<file path="src/hdl/ssp_pkg.sv">
package ssp_pkg;

	localparam int unsigned VALUE_W = 64;
	localparam int unsigned CHAR_W  = 8;
	localparam int unsigned SHIFT_W = 5;

	// Parse phase, one-hot
	typedef enum logic [5:0] {
		PH_START  = 6'b000001,
		PH_SIGN   = 6'b000010,
		PH_DIGITS = 6'b000100,
		PH_UNIT   = 6'b001000,
		PH_I      = 6'b010000,
		PH_B      = 6'b100000
	} phase_t;

	typedef struct packed {
		phase_t               phase;
		logic                 failed;
		logic [SHIFT_W-1:0]   unit_shift;
		logic                 digit_seen;
		logic [VALUE_W-1:0]   acc;
	} parse_state_t;

	localparam parse_state_t STATE_RESET = '{
		phase:      PH_START,
		failed:     1'b0,
		unit_shift: '0,
		digit_seen: 1'b0,
		acc:        '0
	};

	// Unit scale codes
	localparam logic [SHIFT_W-1:0] SHIFT_NONE = 5'd0;
	localparam logic [SHIFT_W-1:0] SHIFT_KILO = 5'd10;
	localparam logic [SHIFT_W-1:0] SHIFT_MEGA = 5'd20;
	localparam logic [SHIFT_W-1:0] SHIFT_GIGA = 5'd30;

	// Characters
	localparam logic [CHAR_W-1:0] CH_NUL   = 8'h00;
	localparam logic [CHAR_W-1:0] CH_SPACE = 8'h20;
	localparam logic [CHAR_W-1:0] CH_TAB   = 8'h09;
	localparam logic [CHAR_W-1:0] CH_CR    = 8'h0D;
	localparam logic [CHAR_W-1:0] CH_PLUS  = 8'h2B;
	localparam logic [CHAR_W-1:0] CH_ZERO  = 8'h30;
	localparam logic [CHAR_W-1:0] CH_NINE  = 8'h39;
	localparam logic [CHAR_W-1:0] CH_UP_A  = 8'h41;
	localparam logic [CHAR_W-1:0] CH_UP_Z  = 8'h5A;
	localparam logic [CHAR_W-1:0] CH_CASE  = 8'h20;
	localparam logic [CHAR_W-1:0] CH_K     = 8'h6B;
	localparam logic [CHAR_W-1:0] CH_M     = 8'h6D;
	localparam logic [CHAR_W-1:0] CH_G     = 8'h67;
	localparam logic [CHAR_W-1:0] CH_I     = 8'h69;
	localparam logic [CHAR_W-1:0] CH_B     = 8'h62;

endpackage

</file>
<file path="src/hdl/ssp_step.sv">
// Next-state and result logic for one character of the size string.
module ssp_step (
	input  ssp_pkg::parse_state_t          cur,
	input  logic [ssp_pkg::CHAR_W-1:0]     character,
	output ssp_pkg::parse_state_t          nxt,
	output logic [ssp_pkg::VALUE_W-1:0]    size_bytes,
	output logic                           parse_error
);

	logic [ssp_pkg::CHAR_W-1:0]    lc;
	logic                          is_blank;
	logic                          is_digit;
	logic [3:0]                    digit;
	logic [ssp_pkg::VALUE_W+3:0]   prod;
	logic                          mul_ovf;
	logic                          scale_ovf;
	logic [ssp_pkg::VALUE_W-1:0]   scaled;
	logic                          err;

	assign lc = (character >= ssp_pkg::CH_UP_A && character <= ssp_pkg::CH_UP_Z) ?
		(character | ssp_pkg::CH_CASE) : character;
	assign is_blank = (character == ssp_pkg::CH_SPACE) ||
		(character >= ssp_pkg::CH_TAB && character <= ssp_pkg::CH_CR);
	assign is_digit = (character >= ssp_pkg::CH_ZERO) && (character <= ssp_pkg::CH_NINE);
	assign digit    = 4'(character - ssp_pkg::CH_ZERO);

	// acc * 10 + digit as shift-add, carried wide enough to see overflow
	assign prod = ({4'b0, cur.acc} << 3) + ({4'b0, cur.acc} << 1) +
		{{(ssp_pkg::VALUE_W){1'b0}}, digit};
	assign mul_ovf = |prod[ssp_pkg::VALUE_W+3:ssp_pkg::VALUE_W];

	// scaling overflows when any of the top unit_shift bits is set
	always_comb begin
		unique case (cur.unit_shift)
			ssp_pkg::SHIFT_KILO: begin
				scale_ovf = |cur.acc[63:54];
				scaled    = cur.acc << 10;
			end
			ssp_pkg::SHIFT_MEGA: begin
				scale_ovf = |cur.acc[63:44];
				scaled    = cur.acc << 20;
			end
			ssp_pkg::SHIFT_GIGA: begin
				scale_ovf = |cur.acc[63:34];
				scaled    = cur.acc << 30;
			end
			default: begin
				scale_ovf = 1'b0;
				scaled    = cur.acc;
			end
		endcase
	end

	assign err = cur.failed || !cur.digit_seen || (cur.phase == ssp_pkg::PH_START) ||
		(cur.phase == ssp_pkg::PH_SIGN) || scale_ovf;
	assign size_bytes  = err ? '0 : scaled;
	assign parse_error = err;

	always_comb begin
		nxt = cur;
		if (character == ssp_pkg::CH_NUL) begin
			nxt = ssp_pkg::STATE_RESET;
		end else if (!cur.failed) begin
			unique case (cur.phase)
				ssp_pkg::PH_START: begin
					if (is_blank) begin
						nxt.phase = ssp_pkg::PH_START;
					end else if (character == ssp_pkg::CH_PLUS) begin
						nxt.phase = ssp_pkg::PH_SIGN;
					end else if (is_digit) begin
						nxt.phase      = ssp_pkg::PH_DIGITS;
						nxt.digit_seen = 1'b1;
						nxt.failed     = mul_ovf;
						nxt.acc        = mul_ovf ? cur.acc : prod[ssp_pkg::VALUE_W-1:0];
					end else begin
						nxt.failed = 1'b1;
					end
				end
				ssp_pkg::PH_SIGN, ssp_pkg::PH_DIGITS: begin
					if (is_digit) begin
						nxt.phase      = ssp_pkg::PH_DIGITS;
						nxt.digit_seen = 1'b1;
						nxt.failed     = mul_ovf;
						nxt.acc        = mul_ovf ? cur.acc : prod[ssp_pkg::VALUE_W-1:0];
					end else if (cur.phase == ssp_pkg::PH_DIGITS && lc == ssp_pkg::CH_K) begin
						nxt.unit_shift = ssp_pkg::SHIFT_KILO;
						nxt.phase      = ssp_pkg::PH_UNIT;
					end else if (cur.phase == ssp_pkg::PH_DIGITS && lc == ssp_pkg::CH_M) begin
						nxt.unit_shift = ssp_pkg::SHIFT_MEGA;
						nxt.phase      = ssp_pkg::PH_UNIT;
					end else if (cur.phase == ssp_pkg::PH_DIGITS && lc == ssp_pkg::CH_G) begin
						nxt.unit_shift = ssp_pkg::SHIFT_GIGA;
						nxt.phase      = ssp_pkg::PH_UNIT;
					end else begin
						nxt.failed = 1'b1;
					end
				end
				ssp_pkg::PH_UNIT: begin
					if (lc == ssp_pkg::CH_I) begin
						nxt.phase = ssp_pkg::PH_I;
					end else if (lc == ssp_pkg::CH_B) begin
						nxt.phase = ssp_pkg::PH_B;
					end else begin
						nxt.failed = 1'b1;
					end
				end
				ssp_pkg::PH_I: begin
					if (lc == ssp_pkg::CH_B) begin
						nxt.phase = ssp_pkg::PH_B;
					end else begin
						nxt.failed = 1'b1;
					end
				end
				default: begin
					nxt.failed = 1'b1;
				end
			endcase
		end
	end

endmodule

</file>
<file path="src/hdl/size_string_parser_core.sv">
// Size string parser: one character item per cycle unless stalled, one result item per string.
// A zero-byte item is held in the input register and its result is captured in the result register.
// Throughput: one character per cycle, set by the combinational parse step between
// the input register and the result register; a stalled result only holds back a
// following zero byte, other characters keep flowing.
// Reset: arst_n clears the parse state and both valid flags; payloads are not reset.
module size_string_parser_core (
	input  logic                           clk,
	input  logic                           arst_n,
	input  logic                           char_valid,
	output logic                           char_stall,
	input  logic [ssp_pkg::CHAR_W-1:0]     character,
	output logic                           result_valid,
	input  logic                           result_stall,
	output logic [ssp_pkg::VALUE_W-1:0]    size_bytes,
	output logic                           parse_error
);

	// Input register
	logic                          valid_s1;
	logic [ssp_pkg::CHAR_W-1:0]    char_s1;

	// Parse state carried across characters of one string
	ssp_pkg::parse_state_t         state_q;
	ssp_pkg::parse_state_t         state_nxt;

	// Result register
	logic                          out_valid_s2;
	logic [ssp_pkg::VALUE_W-1:0]   size_s2;
	logic                          err_s2;

	logic [ssp_pkg::VALUE_W-1:0]   step_size;
	logic                          step_err;
	logic                          is_term;
	logic                          advance;

	assign is_term = (char_s1 == ssp_pkg::CH_NUL);

	// Advance the held character unless it is a terminator blocked by a stalled result
	assign advance    = valid_s1 && (!is_term || !out_valid_s2 || !result_stall);
	assign char_stall = valid_s1 && !advance;

	ssp_step u_step (
		.cur         (state_q),
		.character   (char_s1),
		.nxt         (state_nxt),
		.size_bytes  (step_size),
		.parse_error (step_err)
	);

	// Control registers
	always_ff @(posedge clk or negedge arst_n) begin
		if (!arst_n) begin
			valid_s1     <= 1'b0;
			state_q      <= ssp_pkg::STATE_RESET;
			out_valid_s2 <= 1'b0;
		end else begin
			// Load the input register whenever it is not holding a blocked item
			if (!char_stall) begin
				valid_s1 <= char_valid;
			end
			if (advance) begin
				state_q <= state_nxt;
			end
			// A terminator fills the result register; an accepted result drops it
			if (advance && is_term) begin
				out_valid_s2 <= 1'b1;
			end else if (!result_stall) begin
				out_valid_s2 <= 1'b0;
			end
		end
	end

	// Payload registers
	always_ff @(posedge clk) begin
		if (!char_stall && char_valid) begin
			char_s1 <= character;
		end
		if (advance && is_term) begin
			size_s2 <= step_size;
			err_s2  <= step_err;
		end
	end

	assign result_valid = out_valid_s2;
	assign size_bytes   = size_s2;
	assign parse_error  = err_s2;

	// An error result always carries a zero count
	a_err_zero: assert property (@(posedge clk) disable iff (!arst_n)
		out_valid_s2 && err_s2 |-> size_s2 == '0)
		else $error("error result with non-zero size");

	// Input side only stalls on a terminator behind a full, stalled result
	a_stall_cause: assert property (@(posedge clk) disable iff (!arst_n)
		char_stall |-> valid_s1 && is_term && out_valid_s2 && result_stall)
		else $error("input stalled without a blocked terminator");

	// Each processed terminator returns the parse state to its reset value
	a_term_reset: assert property (@(posedge clk) disable iff (!arst_n)
		advance && is_term |=> state_q == ssp_pkg::STATE_RESET && out_valid_s2)
		else $error("parse state not cleared after terminator");

	// A result blocked downstream is never overwritten or lost
	a_result_hold: assert property (@(posedge clk) disable iff (!arst_n)
		out_valid_s2 && result_stall |=> out_valid_s2 && $stable(size_s2) && $stable(err_s2))
		else $error("stalled result changed");

endmodule
</file>
<file path="config.mk">
export PLATFORM = sky130hd
export DESIGN_NAME = size_string_parser_core
export DESIGN_NICKNAME = d
export VERILOG_FILES = /design/src/hdl/ssp_pkg.sv /design/src/hdl/ssp_step.sv /design/src/hdl/size_string_parser_core.sv
export SDC_FILE = /design/constraint.sdc
export NUM_CORES = 1
export LEC_CHECK = 0
export BUFFER_PORTS_ARGS = -buffer_cell sky130_fd_sc_hd__clkbuf_2
export CAP_MARGIN = 20
export CORE_MARGIN = 5
export CORE_UTILIZATION = 50
export DETAILED_ROUTE_END_ITERATION = 12
export GPL_TIMING_DRIVEN = 0
export PLACE_DENSITY = 0.67
export SETUP_SLACK_MARGIN = 0.3
export SLEW_MARGIN = 30
export SYNTH_ARGS = -nofsm -noshare
export SYNTH_HDL_FRONTEND = slang
export SYNTH_SLANG_ARGS = --single-unit
</file>
<file path="constraint.sdc">
create_clock -name clk -period 5.6 [get_ports clk]
set_input_delay 0.28 -clock clk [delete_from_list [all_inputs] [get_ports clk]]
set_output_delay 0.28 -clock clk [all_outputs]
set_load 0.02 [all_outputs]
</file>
==> results.yml <==
logic_synthesis:
  synth_seq_cells: 149
  synth_warnings: 0
  netlist_area_um2: 12200
  ys_seq_area_share_pct: 33.5
  synth_top_area_share_pct: 17.9
  synth_top_area_cell: "edfxtp_1"
  ys.flop_type: "dfrtp_1"
  netlist_instances: 1276
  ys_types: 81
  synth_area_leaders: "edfxtp_1, dfrtp_1, ha_1"
  synthArstFlopShare_pct: 51.0
  avgSynthCellArea_um2: 9.58
  synth_edf_count: 73
  yosysMostFrequentCell: "nand2_1"
  synth_commonest_cells: "nand2_1, ha_1, nor2_1, a21oi_1, mux2i_1"
  syn-num-nets: 1417
power:
  p_leak_nw: 5.96
  vdd_drop_max_mv: 0.170
  pwr-share-clk_pct: 47.5
  comb_power_share_pct: 6.4
  seqPwrFrac_pct: 46.1
  p_sw_share_pct: 26.5
  p_int_w: 0.00185
  power_density_nw_per_um2: 184
  p_switching_w: 0.000668
finish:
  layout.nets: 1517
  drive_gt1_share_pct: 12.7
  antenna_cells: 0
  syn2layout_area_growth_pct: 12.1
die:
  num_rows: 57
  core_um2: 24200
  io_pins: 79
  die_h_um: 166
  initial_core_util_pct: 50.5
  dieWidth_um: 166
  die_area_um2: 27700
clock_network:
  cts_buffer_depth: 2
  cts_buffers: 17
  cts_sinks: 149
  clkTransAtPathRegs_ns: 0.07
  root_buffer: "clkbuf_16"
  clkLatencyLatePin_ns: 0.43
  cts_tree: "yes"
  htreeDepth: 4
  cts_setup_buffers: 0
grt:
  grt_use_total_pct: 26.1
  grt_max_degree: 72
  grt_pass1_vias: 10376
  grt_pass1_wl_um: 57800
  antenna_found_initial: 0
  grt_overflow: 0
placed_design:
  gp_congestion: 0.967
  dpl.hpwl_um: 28300
  portBuffers: 78
setup_path:
  path_class: "flop to flop"
  crit_arrival_ns: 5.00
  reg2reg_depth: 16
  end_kind: "flop"
  startpoint_type: "flop"
  cp_max_fo: 10
  required_ns: 5.95
detailed_routing:
  wl_um: 36700
  num_vias: 10721
  antenna_left: 0
  wl_per_cell_um: 21.4
  vias_per_cell: 6.26
  detail_route.first_pass.iterations: 6
  drt_iter0_drc: 1134
  drc_errors: 0
min_path:
  hold_class: "input pin to flop"
  whs_path_depth: 1
flow_run:
  maxCapViolations: 0
sta:
  tightest_slew_ns: 0.867
  slew_headroom_pct: 41.9
  hold_violations: 0
  period_needed_ns: 4.66
  finClkSkew_ns: 0.0150
  rsz0062_at_grt: "no"
  fmax_mhz: 215
  period_share_pct: 83.2
  finalSetupViolations: 0
  finalSetupTns_ns: 0
  hold_ws_ns: 0.0226
  slew_violations: 0
run_status:
  outcome: "complete, no violations"
## area by class of cell
| class | count | area (um^2) |
|---|---|---|
| Clock inverter | 15 | 178 |
| Buffer | 62 | 348 |
| Inverter | 25 | 96.3 |
| Timing Repair Buffer | 81 | 464 |
| Fill cell | 2139 | 10500 |
| Sequential cell | 149 | 4100 |
| Tap cell | 324 | 405 |
| Clock buffer | 17 | 425 |
| Multi-Input combinational cell | 1040 | 7680 |
## per-layer routing
metal | vias up | global-route usage, % | part of all wire, %
li1 | 5012 | - | -
met1 | 5222 | 36.5 | 44
met2 | 417 | 42.7 | 46
met3 | 70 | 3.98 | 6.9
met4 | 0 | 7.01 | 2.4
met5 | - | 0 | 0
## state kept, by name, indices dropped and copies added, names as in the netlist
signal        count
char_s1           8
parse_error       1
result_valid      1
size_bytes       64
state_q          74
valid_s1          1
## worst max-delay path: stages, from the launching register on
cell	delay, ns
edfxtp_1	0.34
clkbuf_1	0.32
inv_1	0.18
fa_1	0.56
inv_1	0.07
ha_1	0.32
a211oi_2	0.25
o21ai_2	0.16
o221a_2	0.33
o2111a_1	0.34
o211ai_2	0.30
a21o_1	0.17
o2111ai_1	0.23
nor4b_2	0.32
buf_6	0.28
buf_12	0.19
mux2i_1	0.20
## stage by stage
step	utilization (%)	power, W	setup WS (ns)	instance area, um^2	cells
after floorplan	-	0.00130	1.72	12200	1276
after global placement	53.8	0.00134	1.11	13000	1678
after detailed placement	54.1	0.00135	1.03	13100	1680
after CTS	56.6	0.00253	0.975	13700	1713
after global routing	56.6	0.00261	0.701	13700	1713
final	56.6	0.00252	0.942	13700	1713
## what timing repair did
action / 4_1_cts / 5_1_grt
hold buffers: 1 / 0
hold endpoints to repair: 75 / 0
gates resized for setup: 0 / 0
## logic make-up (layout without fill, tap and decap cells)
group	after synthesis	in the layout	synth area share (%)
multiplexers	110	110	11.5
AND/OR/NAND/NOR	438	438	17.5
adder cells (fa/ha/maj)	129	129	13.3
buffers and inverters	87	200	3.61
AO/OA/AOI/OAI	306	306	16.4
flip-flops	149	149	33.5
XOR/XNOR	57	57	4.09
## power by group through the flow
| stage | Sequential (W) | Combinational, W | Clock [W] |
|---|---|---|---|
| 2_1_floorplan | 0.00118 | 0.000115 | 0 |
| 3_3_place_gp | 0.00118 | 0.000155 | 0 |
| 3_5_place_dp | 0.00118 | 0.000162 | 0 |
| 4_1_cts | 0.00116 | 0.000163 | 0.00121 |
| 5_1_grt | 0.00116 | 0.000181 | 0.00126 |
| 6_report | 0.00116 | 0.000162 | 0.00120 |
## final timing paths
path,start,endpoint,slack (ns)
hold / removal,character[2],char_s1[2]$_DFFE_PP_,0.02
min in group asynchronous,arst_n,state_q[55]$_DFFE_PN0P_,0.22
setup / recovery,char_s1[3]$_DFFE_PP_,state_q[7]$_DFFE_PN0P_,0.94
hold reg to reg,state_q[64]$_DFFE_PN0P_,state_q[64]$_DFFE_PN0P_,0.51
setup reg to reg,char_s1[3]$_DFFE_PP_,state_q[7]$_DFFE_PN0P_,0.94
max in group asynchronous,arst_n,state_q[71]$_DFFE_PN1P_,4.78
## cell usage in the layout (no fill, tap or decap), types with 9 or more instances in the layout
cell type	instances
mux4_2	24
and3_1	12
clkbuf_16	17
nand2b_1	10
and2_1	15
o21ai_0	55
a31oi_1	9
o21bai_1	11
edfxtp_1	73
nor3_1	22
o211ai_1	9
mux2i_1	84
dfrtp_1	75
nand2_1	146
xnor2_1	28
a21oi_1	93
a211oi_1	22
nor2b_1	38
clkbuf_2	78
ha_1	127
nand3_1	24
nand4_1	30
nor4_1	12
o21ai_1	10
nor2_1	98
o21a_1	15
clkbuf_1	41
inv_1	24
xor2_1	29
a21o_1	20
Note: power is estimated with default switching activity, not from simulation.
